===== src/sv/lgb_pkg.sv =====
// Shared types, sizes and operation codes for the largest need grant broker.
package lgb_pkg;

    // Number of requester slots and depth of the spare portion reserve.
    localparam int SLOTS         = 8;
    localparam int RESERVE_DEPTH = 16;

    // Fixed field widths of the message and result words.
    localparam int OP_W     = 2;
    localparam int REQ_W    = 3;
    localparam int AMOUNT_W = 16;
    localparam int TARGET_W = 3;
    localparam int NEED_W   = AMOUNT_W + 1;

    // Derived sizes.
    localparam int SLOT_W = (SLOTS > 1) ? $clog2(SLOTS) : 1;
    localparam int ADDR_W = (RESERVE_DEPTH > 1) ? $clog2(RESERVE_DEPTH) : 1;
    localparam int CNT_W  = $clog2(RESERVE_DEPTH + 1);

    // A need of minus one marks a slot that needs nothing.
    localparam logic signed [NEED_W-1:0] NEED_NONE = -NEED_W'(1);
    localparam logic signed [NEED_W-1:0] NEED_ZERO = '0;

    typedef enum logic [OP_W-1:0] {
        OP_NEED    = 2'd0,
        OP_SUCCESS = 2'd1,
        OP_REST    = 2'd2,
        OP_FINISH  = 2'd3
    } op_t;

    typedef logic signed [NEED_W-1:0] need_t;

    // Commands from the sequencer to the compare unit.
    typedef struct packed {
        logic clear;
        logic step;
    } scan_ctrl_t;

    // Status of the compare unit back to the sequencer.
    typedef struct packed {
        logic [SLOT_W-1:0] idx;
        logic              last;
        logic              found;
        logic [SLOT_W-1:0] winner;
    } scan_stat_t;

    // Commands to the reserve stack.
    typedef struct packed {
        logic push;
        logic pop;
    } rsv_ctrl_t;

    // Status of the reserve stack.
    typedef struct packed {
        logic empty;
        logic full;
    } rsv_stat_t;

    // One result word.
    typedef struct packed {
        logic                grant_valid;
        logic [TARGET_W-1:0] grant_target;
        logic [AMOUNT_W-1:0] grant_amount;
        logic                stored;
        logic                reserve_overflow;
    } result_t;

endpackage


===== src/sv/largest_need_grant_broker.sv =====
// Top level of the largest need grant broker: sequencer, result register and ports.
//
//  channel | handshake              | word
//  --------+------------------------+--------------------------------------------
//  in      | in_valid / in_ready    | operation, requester, amount
//  out     | out_valid / out_ready  | grant_valid, grant_target, grant_amount,
//          |                        | stored, reserve_overflow
//
// One word is taken at a time, and in_ready is high only while the sequencer is idle.
// A rest word is taken, walked over every slot through the shared compare unit, decided,
// and its result is loaded into the output register. Need, success and finish words pass
// an execute step, a pop step if a need pops a portion, and the output register load.
// A stalled output keeps the next result in the sequencer; a new word can be taken while
// the output register waits. Reset sets every need to minus one and empties the reserve.
module largest_need_grant_broker
    import lgb_pkg::*;
(
    input  logic                clk,
    input  logic                rst_n,

    input  logic                in_valid,
    output logic                in_ready,
    input  logic [OP_W-1:0]     operation,
    input  logic [REQ_W-1:0]    requester,
    input  logic [AMOUNT_W-1:0] amount,

    output logic                out_valid,
    input  logic                out_ready,
    output logic                grant_valid,
    output logic [TARGET_W-1:0] grant_target,
    output logic [AMOUNT_W-1:0] grant_amount,
    output logic                stored,
    output logic                reserve_overflow
);

    // Sequencer states, one-hot.
    typedef enum logic [5:0] {
        S_IDLE   = 6'b000001,
        S_EXEC   = 6'b000010,
        S_SCAN   = 6'b000100,
        S_DECIDE = 6'b001000,
        S_POP    = 6'b010000,
        S_RESULT = 6'b100000
    } state_t;

    state_t state_reg;
    state_t state_next;

    // The accepted word.
    op_t                 op_reg;
    op_t                 op_next;
    logic [REQ_W-1:0]    req_reg;
    logic [REQ_W-1:0]    req_next;
    logic [AMOUNT_W-1:0] amt_reg;
    logic [AMOUNT_W-1:0] amt_next;

    // Finished result waiting for the output register, and the output register.
    result_t res_reg;
    result_t res_next;
    result_t out_reg;
    logic    out_valid_reg;
    logic    out_valid_next;
    logic    out_load;

    // Sub-block connections.
    logic              tbl_we;
    need_t             tbl_wdata;
    need_t             tbl_rdata;
    scan_ctrl_t        scan_ctrl;
    scan_stat_t        scan_stat;
    rsv_ctrl_t         rsv_ctrl;
    rsv_stat_t         rsv_stat;
    logic [AMOUNT_W-1:0] rsv_pop_data;
    logic              req_in_range;
    logic              accept;

    assign in_ready     = (state_reg == S_IDLE);
    assign accept       = in_valid && in_ready;
    assign req_in_range = (32'(req_reg) < SLOTS);

    lgb_need_table u_need_table (
        .clk   (clk),
        .rst_n (rst_n),
        .we    (tbl_we),
        .waddr (SLOT_W'(req_reg)),
        .wdata (tbl_wdata),
        .raddr (scan_stat.idx),
        .rdata (tbl_rdata)
    );

    lgb_scan_unit u_scan_unit (
        .clk   (clk),
        .rst_n (rst_n),
        .ctrl  (scan_ctrl),
        .entry (tbl_rdata),
        .stat  (scan_stat)
    );

    lgb_reserve u_reserve (
        .clk       (clk),
        .rst_n     (rst_n),
        .ctrl      (rsv_ctrl),
        .push_data (amt_reg),
        .pop_data  (rsv_pop_data),
        .stat      (rsv_stat)
    );

    // Value written into the need table for the word at hand.
    always_comb
    begin
        unique case (op_reg)
            OP_NEED:    tbl_wdata = need_t'({1'b0, amt_reg});
            OP_SUCCESS: tbl_wdata = NEED_NONE;
            OP_FINISH:  tbl_wdata = NEED_ZERO;
            default:    tbl_wdata = NEED_ZERO;
        endcase
    end

    always_comb
    begin
        state_next      = state_reg;
        op_next         = op_reg;
        req_next        = req_reg;
        amt_next        = amt_reg;
        res_next        = res_reg;
        tbl_we          = 1'b0;
        scan_ctrl.clear = 1'b0;
        scan_ctrl.step  = 1'b0;
        rsv_ctrl.push   = 1'b0;
        rsv_ctrl.pop    = 1'b0;
        out_load        = 1'b0;

        unique case (state_reg)
            S_IDLE:
            begin
                if (accept)
                begin
                    op_next  = op_t'(operation);
                    req_next = requester;
                    amt_next = amount;
                    if (op_t'(operation) == OP_REST)
                    begin
                        scan_ctrl.clear = 1'b1;
                        state_next      = S_SCAN;
                    end
                    else
                    begin
                        state_next = S_EXEC;
                    end
                end
            end

            S_EXEC:
            begin
                // A requester beyond the slot count leaves everything alone.
                res_next   = '0;
                state_next = S_RESULT;
                if (req_in_range)
                begin
                    tbl_we = 1'b1;
                    if (op_reg == OP_NEED && !rsv_stat.empty)
                    begin
                        rsv_ctrl.pop          = 1'b1;
                        res_next.grant_valid  = 1'b1;
                        res_next.grant_target = TARGET_W'(req_reg);
                        state_next            = S_POP;
                    end
                end
            end

            S_POP:
            begin
                res_next.grant_amount = rsv_pop_data;
                state_next            = S_RESULT;
            end

            S_SCAN:
            begin
                scan_ctrl.step = 1'b1;
                if (scan_stat.last)
                begin
                    state_next = S_DECIDE;
                end
            end

            S_DECIDE:
            begin
                // Grant to the largest need, else keep the portion in reserve.
                res_next   = '0;
                state_next = S_RESULT;
                if (scan_stat.found)
                begin
                    res_next.grant_valid  = 1'b1;
                    res_next.grant_target = TARGET_W'(scan_stat.winner);
                    res_next.grant_amount = amt_reg;
                end
                else if (!rsv_stat.full)
                begin
                    rsv_ctrl.push   = 1'b1;
                    res_next.stored = 1'b1;
                end
                else
                begin
                    res_next.reserve_overflow = 1'b1;
                end
            end

            S_RESULT:
            begin
                if (!out_valid_reg || out_ready)
                begin
                    out_load   = 1'b1;
                    state_next = S_IDLE;
                end
            end

            default:
            begin
                state_next = S_IDLE;
            end
        endcase
    end

    always_comb
    begin
        out_valid_next = out_valid_reg;
        if (out_load)
        begin
            out_valid_next = 1'b1;
        end
        else if (out_ready)
        begin
            out_valid_next = 1'b0;
        end
    end

    always_ff @(posedge clk or negedge rst_n)
    begin
        if (!rst_n)
        begin
            state_reg     <= S_IDLE;
            out_valid_reg <= 1'b0;
        end
        else
        begin
            state_reg     <= state_next;
            out_valid_reg <= out_valid_next;
        end
    end

    always_ff @(posedge clk)
    begin
        op_reg  <= op_next;
        req_reg <= req_next;
        amt_reg <= amt_next;
        res_reg <= res_next;
        if (out_load)
        begin
            out_reg <= res_reg;
        end
    end

    assign out_valid        = out_valid_reg;
    assign grant_valid      = out_reg.grant_valid;
    assign grant_target     = out_reg.grant_target;
    assign grant_amount     = out_reg.grant_amount;
    assign stored           = out_reg.stored;
    assign reserve_overflow = out_reg.reserve_overflow;

endmodule


===== src/sv/lgb_need_table.sv =====
// Per-slot signed need registers with one write port and one read port.
module lgb_need_table
    import lgb_pkg::*;
(
    input  logic              clk,
    input  logic              rst_n,
    input  logic              we,
    input  logic [SLOT_W-1:0] waddr,
    input  need_t             wdata,
    input  logic [SLOT_W-1:0] raddr,
    output need_t             rdata
);

    need_t need_reg [SLOTS];

    always_ff @(posedge clk or negedge rst_n)
    begin
        if (!rst_n)
        begin
            for (int i = 0; i < SLOTS; i++)
            begin
                need_reg[i] <= NEED_NONE;
            end
        end
        else if (we)
        begin
            need_reg[waddr] <= wdata;
        end
    end

    assign rdata = need_reg[raddr];

endmodule


===== src/sv/lgb_reserve.sv =====
// Bounded LIFO of spare portions with a registered read port.
module lgb_reserve
    import lgb_pkg::*;
(
    input  logic                clk,
    input  logic                rst_n,
    input  rsv_ctrl_t           ctrl,
    input  logic [AMOUNT_W-1:0] push_data,
    output logic [AMOUNT_W-1:0] pop_data,
    output rsv_stat_t           stat
);

    logic [AMOUNT_W-1:0] mem [RESERVE_DEPTH];
    logic [CNT_W-1:0]    count_reg;
    logic [CNT_W-1:0]    count_next;
    logic [CNT_W-1:0]    top_idx;
    logic [AMOUNT_W-1:0] rd_data_reg;

    assign top_idx    = count_reg - CNT_W'(1);
    assign stat.empty = (count_reg == '0);
    assign stat.full  = (count_reg == CNT_W'(RESERVE_DEPTH));

    always_comb
    begin
        count_next = count_reg;
        if (ctrl.push)
        begin
            count_next = count_reg + CNT_W'(1);
        end
        else if (ctrl.pop)
        begin
            count_next = top_idx;
        end
    end

    always_ff @(posedge clk or negedge rst_n)
    begin
        if (!rst_n)
        begin
            count_reg <= '0;
        end
        else
        begin
            count_reg <= count_next;
        end
    end

    // The sequencer only pushes when not full and pops when not empty.
    always_ff @(posedge clk)
    begin
        if (ctrl.push)
        begin
            mem[ADDR_W'(count_reg)] <= push_data;
        end
        if (ctrl.pop)
        begin
            rd_data_reg <= mem[ADDR_W'(top_idx)];
        end
    end

    assign pop_data = rd_data_reg;

endmodule


===== src/sv/lgb_scan_unit.sv =====
// Shared compare unit that walks the need table one entry per cycle while step is set.
module lgb_scan_unit
    import lgb_pkg::*;
(
    input  logic       clk,
    input  logic       rst_n,
    input  scan_ctrl_t ctrl,
    input  need_t      entry,
    output scan_stat_t stat
);

    logic [SLOT_W-1:0] idx_reg;
    logic [SLOT_W-1:0] idx_next;
    logic              found_reg;
    logic              found_next;
    logic [SLOT_W-1:0] winner_reg;
    logic [SLOT_W-1:0] winner_next;
    need_t             best_reg;
    need_t             best_next;
    logic              better;

    // Strictly greater keeps the lowest index on ties; best starts at zero,
    // so only positive needs can win.
    assign better = (entry > best_reg);

    always_comb
    begin
        idx_next    = idx_reg;
        found_next  = found_reg;
        winner_next = winner_reg;
        best_next   = best_reg;
        if (ctrl.clear)
        begin
            idx_next    = '0;
            found_next  = 1'b0;
            winner_next = '0;
            best_next   = NEED_ZERO;
        end
        else if (ctrl.step)
        begin
            idx_next = idx_reg + SLOT_W'(1);
            if (better)
            begin
                found_next  = 1'b1;
                winner_next = idx_reg;
                best_next   = entry;
            end
        end
    end

    always_ff @(posedge clk or negedge rst_n)
    begin
        if (!rst_n)
        begin
            idx_reg    <= '0;
            found_reg  <= 1'b0;
            winner_reg <= '0;
            best_reg   <= NEED_ZERO;
        end
        else
        begin
            idx_reg    <= idx_next;
            found_reg  <= found_next;
            winner_reg <= winner_next;
            best_reg   <= best_next;
        end
    end

    assign stat.idx    = idx_reg;
    assign stat.last   = (idx_reg == SLOT_W'(SLOTS - 1));
    assign stat.found  = found_reg;
    assign stat.winner = winner_reg;

endmodule


===== config.mk =====
export PLATFORM = sky130hd
export DESIGN_NAME = largest_need_grant_broker
export DESIGN_NICKNAME = d
export VERILOG_FILES = /design/src/sv/lgb_pkg.sv /design/src/sv/largest_need_grant_broker.sv /design/src/sv/lgb_need_table.sv /design/src/sv/lgb_reserve.sv /design/src/sv/lgb_scan_unit.sv
export SDC_FILE = /design/constraint.sdc
export NUM_CORES = 1
export LEC_CHECK = 0
export ABC_AREA = 1
export BUFFER_PORTS_ARGS = -buffer_cell sky130_fd_sc_hd__buf_2
export CAP_MARGIN = 10
export CORE_MARGIN = 2
export CORE_UTILIZATION = 30
export DETAILED_ROUTE_END_ITERATION = 12
export PLACE_DENSITY = 0.45
export SYNTH_ARGS = -nofsm -noshare
export SYNTH_HDL_FRONTEND = slang
export SYNTH_SLANG_ARGS = --single-unit

===== constraint.sdc =====
create_clock -name clk -period 3.52 [get_ports clk]
set_clock_uncertainty 0.15 [all_clocks]
set_input_delay 0.704 -clock clk [delete_from_list [all_inputs] [get_ports clk]]
set_output_delay 0.704 -clock clk [all_outputs]
set_load 0.01 [all_outputs]

### Word level (Yosys, flattened, before mapping)

Memory sizes are Yosys's and may differ from the RTL's. A register that Yosys moved wholly into a read port is not among the register bits.
Index checks and enable logic that the tools add are counted.

| storage, ports and cells | value |
|---|---|
| bits in registers | 237 |
| memory bits (writable) | 256 |
| input bits | 25 |
| output and inout port bits | 24 |
| logic and storage cells | 118 |
| memories | 1 |

Memories:

| memory | words | width | rd ports | clocked after Yosys merged registers in | wr ports | RTL line | text |
|---|---|---|---|---|---|---|---|
| u_reserve.mem | 16 | 16 | 1 | 1 | 1 | lgb_reserve.sv:13 | `logic [AMOUNT_W-1:0] mem [RESERVE_DEPTH];` |

| operators by class | value |
|---|---|
| add/subtract/negate cells | 3 |
| order comparisons | 4 |
| equal/unequal tests | 13 |
| multiplexer cells | 49 |
| bitwise logic cells | 2 |
| reduce and logical (&&, ||, !) cells | 18 |

Operators by type and width:

| kind | number |
|---|---|
| bitwise mux 136 bit | 1 |
| two-way mux 17 bit | 6 |
| binary-select mux 17 bit (select 3 bit) | 1 |
| demux 17 bit (select 3 bit) | 1 |
| one-hot mux 16 bit (3 select lines) | 1 |
| one-hot mux 17 bit (2 select lines) | 1 |
| one-hot mux 6 bit (5 select lines) | 1 |
| two-way mux 6 bit | 4 |
| two-way mux 1 bit | 20 |
| two-way mux 20 bit | 1 |
| two-way mux 3 bit | 6 |
| > comparator 17 bit | 1 |
| two-way mux 5 bit | 2 |
| nonzero test 2 bit | 5 |
| >= comparator 4 bit (second input constant) | 2 |
| NOT 3 -> 4 bit | 2 |
| one-hot mux 4 bit (2 select lines) | 1 |
| equality test 6 x 1 -> 1 bit (second input constant) | 1 |
| equality test 6 x 2 -> 1 bit (second input constant) | 1 |
| equality test 6 x 3 -> 1 bit (second input constant) | 1 |
| equality test 6 x 4 -> 1 bit (second input constant) | 1 |
| equality test 6 x 5 -> 1 bit (second input constant) | 1 |
| equality test 6 bit (second input constant) | 1 |
| adder 5 x 1 -> 5 bit (second input constant) | 1 |
| other kinds (21) | 26 |

### Longest topological paths before layout

| depth | value |
|---|---|
| depth after elaboration | 8 |
| gate-level depth with buffers | 22 |
| mapped depth without buffers | 19 |

### Hierarchy

From an unflattened synthesis, not the netlist that was laid out.

| second synthesis, totals | value |
|---|---|
| cell total of the unflattened synthesis | 2453 |
| area total of the unflattened synthesis | 23140.9 um^2 |

By module, submodules not included:

| module | times used | cells an instance | area each (um^2) | seq. area each (um^2) |
|---|---|---|---|---|
| lgb_reserve | 1 | 1119 | 11846.4 | 8293.0 |
| lgb_need_table | 1 | 919 | 6816.5 | 3573.4 |
| largest_need_grant_broker | 1 | 215 | 2916.5 | 2128.3 |
| lgb_scan_unit | 1 | 200 | 1561.5 | 600.6 |

### Least setup slack after synthesis

OpenSTA, ideal clock, no wires.

| timing path | value |
|---|---|
| kind | flip-flop to flip-flop |
| start | register u_reserve.count_reg[0] |
| end | memory u_reserve.mem[10][0] (enable) |
| library setup time | 0.388 ns |
| arrival time | 2.343 ns |
| data required time | 2.982 ns |
| path slack | 0.639 ns |
| stages on the path, launching flop included | 11 |
| buffers on the path | 3 |
| period minus slack after synthesis | 2.881 ns |
| cells stage by stage | dfrtp_1 buf_2 inv_2 buf_2 buf_2 ha_1 nand3_1 nand2_1 nor2_4 nand2_1 nor2_1 |

| between the ends | value |
|---|---|
| longest elaborated chain between the ends | 6 |

Ends and longest elaborated chain:

| element | RTL line | text |
|---|---|---|
| from (decl) | lgb_reserve.sv:14 | `logic [CNT_W-1:0] count_reg;` |
| from (signal assigned) | lgb_reserve.sv:44 | `count_reg <= count_next;` |
| equality test 5 bit | lgb_reserve.sv:21 | `assign stat.full = (count_reg == CNT_W'(RESERVE_DEPTH));` |
| two-way mux 1 bit | largest_need_grant_broker.sv:197 | `else if (!rsv_stat.full)` |
| two-way mux 1 bit | largest_need_grant_broker.sv:191 | `if (scan_stat.found)` |
| two-way mux 1 bit | largest_need_grant_broker.sv:133 | `unique case (state_reg)` |
| two-way mux 1 bit | lgb_reserve.sv:51 | `if (ctrl.push)` |
| two-way mux 1 bit (not written as such) | lgb_reserve.sv:53 | `mem[ADDR_W'(count_reg)] <= push_data;` |
| to (decl) | lgb_reserve.sv:13 |  |

Parallel ways exist; a longest one is shown, timed or not.

### Worst setup path after layout

| timing path | value |
|---|---|
| start | register u_scan_unit.idx_reg[1] |
| end | register u_scan_unit.best_reg[8] |

| between the ends | value |
|---|---|
| longest elaborated chain between the ends | 7 |
| elaborated cells on any way between the ends | 10 |
| those cells by class | 1 x order compare; 6 x mux; 1 x bitwise; 2 x reduce/logical |

Ends and longest elaborated chain:

| element | RTL line | text |
|---|---|---|
| from (decl) | lgb_scan_unit.sv:12 | `logic [SLOT_W-1:0] idx_reg;` |
| from (signal assigned) | lgb_scan_unit.sv:62 | `idx_reg <= idx_next;` |
| NOT 3 -> 4 bit (not written as such) (*) | lgb_need_table.sv:31 | `assign rdata = need_reg[raddr];` |
| binary-select mux 17 bit (select 3 bit) (*) | lgb_need_table.sv:31 |  |
| two-way mux 17 bit (not written as such) (*) (2 in series) | lgb_need_table.sv:31 |  |
| > comparator 17 bit / two-way mux 17 bit (equally long branches) | lgb_scan_unit.sv:24, lgb_scan_unit.sv:42 |  |
| nonzero test 2 bit (no line) / two-way mux 17 bit (equally long branches) | -- |  |
| AND reduction 2 bit (no line) / two-way mux 17 bit (equally long branches) | -- |  |
| to (signal assigned) | lgb_scan_unit.sv:65 | `best_reg <= best_next;` |
| to (decl) | lgb_scan_unit.sv:18 | `need_t best_reg;` |

Every way passes the cells marked *; elsewhere a longest branch is shown, timed or not. The select of a mux whose other input is x is not followed.
A chain may end at the register's enable or synchronous reset.

==> results.sh <==
export IMPL_status="completed"
export IMPL_grt_pass1_vias=13800
export IMPL_dr_first_iter_drc_count=1022
export IMPL_seq_area_sq_um=14600
export IMPL_grt_antenna_before_repair=1
export IMPL_rsz0062_at_grt="no"
export IMPL_min_path_type="in2reg"
export IMPL_finalHoldViolations=0
export IMPL_relSlewSlack=0.317
export IMPL_gp_congestion=0.794
export IMPL_tightestPinTransition_ps=1020
export IMPL_routedWlPerCell_um=20.4
export IMPL_place_inst=2780
export IMPL_critPathMaxFanout=44
export IMPL_critical_path_cell_chain="buf_12 -> nor2_1 -> o21ai_0 -> o21ai_0 -> nand2_1 -> nand2_1 -> ha_1 -> nand2_1 -> nor2_1 -> nand3_1 -> nor2_1 -> nor2_1 -> nand3_1 -> nand3_1 -> buf_4 -> nand3_1 -> nand2_1"
export IMPL_synth_area_leaders="edfxtp_1 47%, dfstp_2 17%, o21ai_0 5.4%"
export IMPL_synthCells=1851
export IMPL_vias_per_cell=4.93
export IMPL_multiInputGateArea_sq_um=6100
export IMPL_grt_pass1_wl_um=89300
export IMPL_largest_reg_flops=256
export IMPL_cts_sinks=509
export IMPL_setup_worst_path_end_class="register"
export IMPL_synth_top_cell_area_share=0.472
export IMPL_cts_tree="yes"
export IMPL_post_dp_cell_area_sq_um=22900
export IMPL_firstDrtPassIters=5
export IMPL_leakagePower_nw=8.85
export IMPL_grt_max_degree=133
export IMPL_yosysWarnings=0
export IMPL_clock_latency_ps=640
export IMPL_numPortBuffers=48
export IMPL_cpPeakStageDelay_ps=560
export IMPL_synth_fp_nets=1900
export IMPL_core_sq_um=70400
export IMPL_syn_to_final_growth_pct=15.3
export IMPL_drive_above_1_share=0.191
export IMPL_clock_fmax_ghz=0.336
export IMPL_seq_area_frac_synth=0.681
export IMPL_finalWirelength_um=58700
export IMPL_cts_repair_resized=0
export IMPL_grt_use_total=0.159
export IMPL_worst_slack_ps=545
export IMPL_mostFrequentLayoutCells="337 x edfxtp_1, 282 x nand2_1, 260 x nor2_1, 231 x o21ai_0, 137 x dfstp_2"
export IMPL_grt_overflow=0
export IMPL_num_antenna_cells=0
export IMPL_synth_seq_cells=509
export IMPL_ir_worst_vdd_v=0.000455
export IMPL_nNetsFinal=1948
export IMPL_cp_slowest_cell="dfrtp_2"
export IMPL_final_area_sq_um=24700
export IMPL_maxCapViolations=0
export IMPL_required_ps=3870
export IMPL_dpl_worst_slack_ps=528
export IMPL_die_area_sq_um=73600
export IMPL_setup_viol=0
export IMPL_fin_cells=2881
export IMPL_fin_crit_sh=0.845
export IMPL_fillCellCount=6957
export IMPL_final_common_cell="edfxtp_1"
export IMPL_synthesis_area_sq_um=21400
export IMPL_antenna_left=0
export IMPL_fin_tns_setup_ps=0
export IMPL_post_synth_num_cell_types=43
export IMPL_arrival_ps=3330
export IMPL_final_max_slew_viol_count=0
export IMPL_rows=97
export IMPL_die_w_um=271
export IMPL_route_detailed_drc=0
export IMPL_postCtsHoldBufs=1
export IMPL_yosysTopAreaCell="edfxtp_1"
export IMPL_hpwlAfterDp_um=35300
export IMPL_cts_clk_slew_worst_paths_ps=60
export IMPL_io_pins=49
export IMPL_cts_htree_levels=2
export IMPL_cts_path_max_buffers=3
export IMPL_fin_crit_ps=2980
export IMPL_syn_area_per_cell_sq_um=11.6
export IMPL_cts_root_buf="clkbuf_16"
export IMPL_vias=14200
export IMPL_whs_ps=93.0
export IMPL_critical_path_class="reg2reg"
export IMPL_postCtsSetupBuffers=0
export IMPL_start_util=0.304
export IMPL_start_kind="register"
export IMPL_die_h_um=271
export IMPL_cts_buffers=56
export IMPL_power_density_nw_per_um2=843
area by class of cell:
class                           count  area share
Sequential cell                   509       0.591
Clock buffer                       74      0.0607
Clock inverter                     26      0.0125
Multi-Input combinational cell   1167       0.247
Timing Repair Buffer              107      0.0321
Tap cell                          940      0.0476
Inverter                           58     0.00907
power by group:
part           internal, mW  total, mW  switching, mW
Clock                  3.37       5.84           2.47
Sequential             7.66       8.32          0.666
Combinational          2.12       6.65           4.54
synthesized netlist by cell type (all sizes together):
cell,count
clkinv,1
nand4,29
clkbuf,53
xor2,5
o21a,1
xnor2,1
a21o,2
o32ai,32
a221o,1
edfxtp,337
mux2i,32
nor2,279
o21ai,330
nor3b,1
nand2,285
dfstp,137
inv,57
dfrtp,35
o211ai,30
a21oi,6
nand3,71
buf,64
ha,24
o221ai,33
nor3,3
a22oi,2
layer usage:
layer / track usage / up-vias / part of all wire
met2: 0.239 / 322 / 0.43
met1: 0.240 / 7115 / 0.50
li1: - / 6695 / -
met3: 0.0244 / 71 / 0.047
met5: 0 / - / 0
met4: 0.0366 / 0 / 0.019
critical path, delay by kind of cell (launching register included):
family          cells  cell delay (ps)
simple gates       12             1140
compound gates      2              220
flops               1              560
fa+ha+maj           1              300
buf+inv             2              480
through the flow:
stage          total power, mW  utilization
6_report                  20.8        0.351
5_1_grt                   22.1        0.351
4_1_cts                   21.0        0.351
3_5_place_dp              15.1        0.325
3_3_place_gp              15.1        0.325
2_1_floorplan             12.6            -
path summary, 6_finish.rpt:
check	start	to	slack, ps	depth (start not counted)
setup / recovery	u_scan_unit.idx_reg[1]	u_scan_unit.best_reg[8]	540	17
hold / removal	amount[5]	amt_reg[5]	90	1
setup reg to reg	u_scan_unit.idx_reg[1]	u_scan_unit.best_reg[8]	540	17
hold reg to reg	res_reg[9]	grant_amount[7]	270	0
max in group asynchronous	rst_n	u_need_table.need_reg[84]	1810	3
min in group asynchronous	rst_n	u_scan_unit.idx_reg[1]	530	2
cells by family (layout without fill, tap and decap cells):
group / after synthesis / count (layout) / synth area share
xor gates and xnor gates: 6 / 6 / 0.00280
muxes: 32 / 32 / 0.0150
buffers and inverters: 175 / 265 / 0.0356
and+or+nand+nor: 668 / 668 / 0.133
adders and majority gates: 24 / 24 / 0.0140
AOI/OAI and AO/OA: 437 / 437 / 0.118
DFF: 509 / 509 / 0.681
No activity file was read; power rests on OpenSTA's default activity.
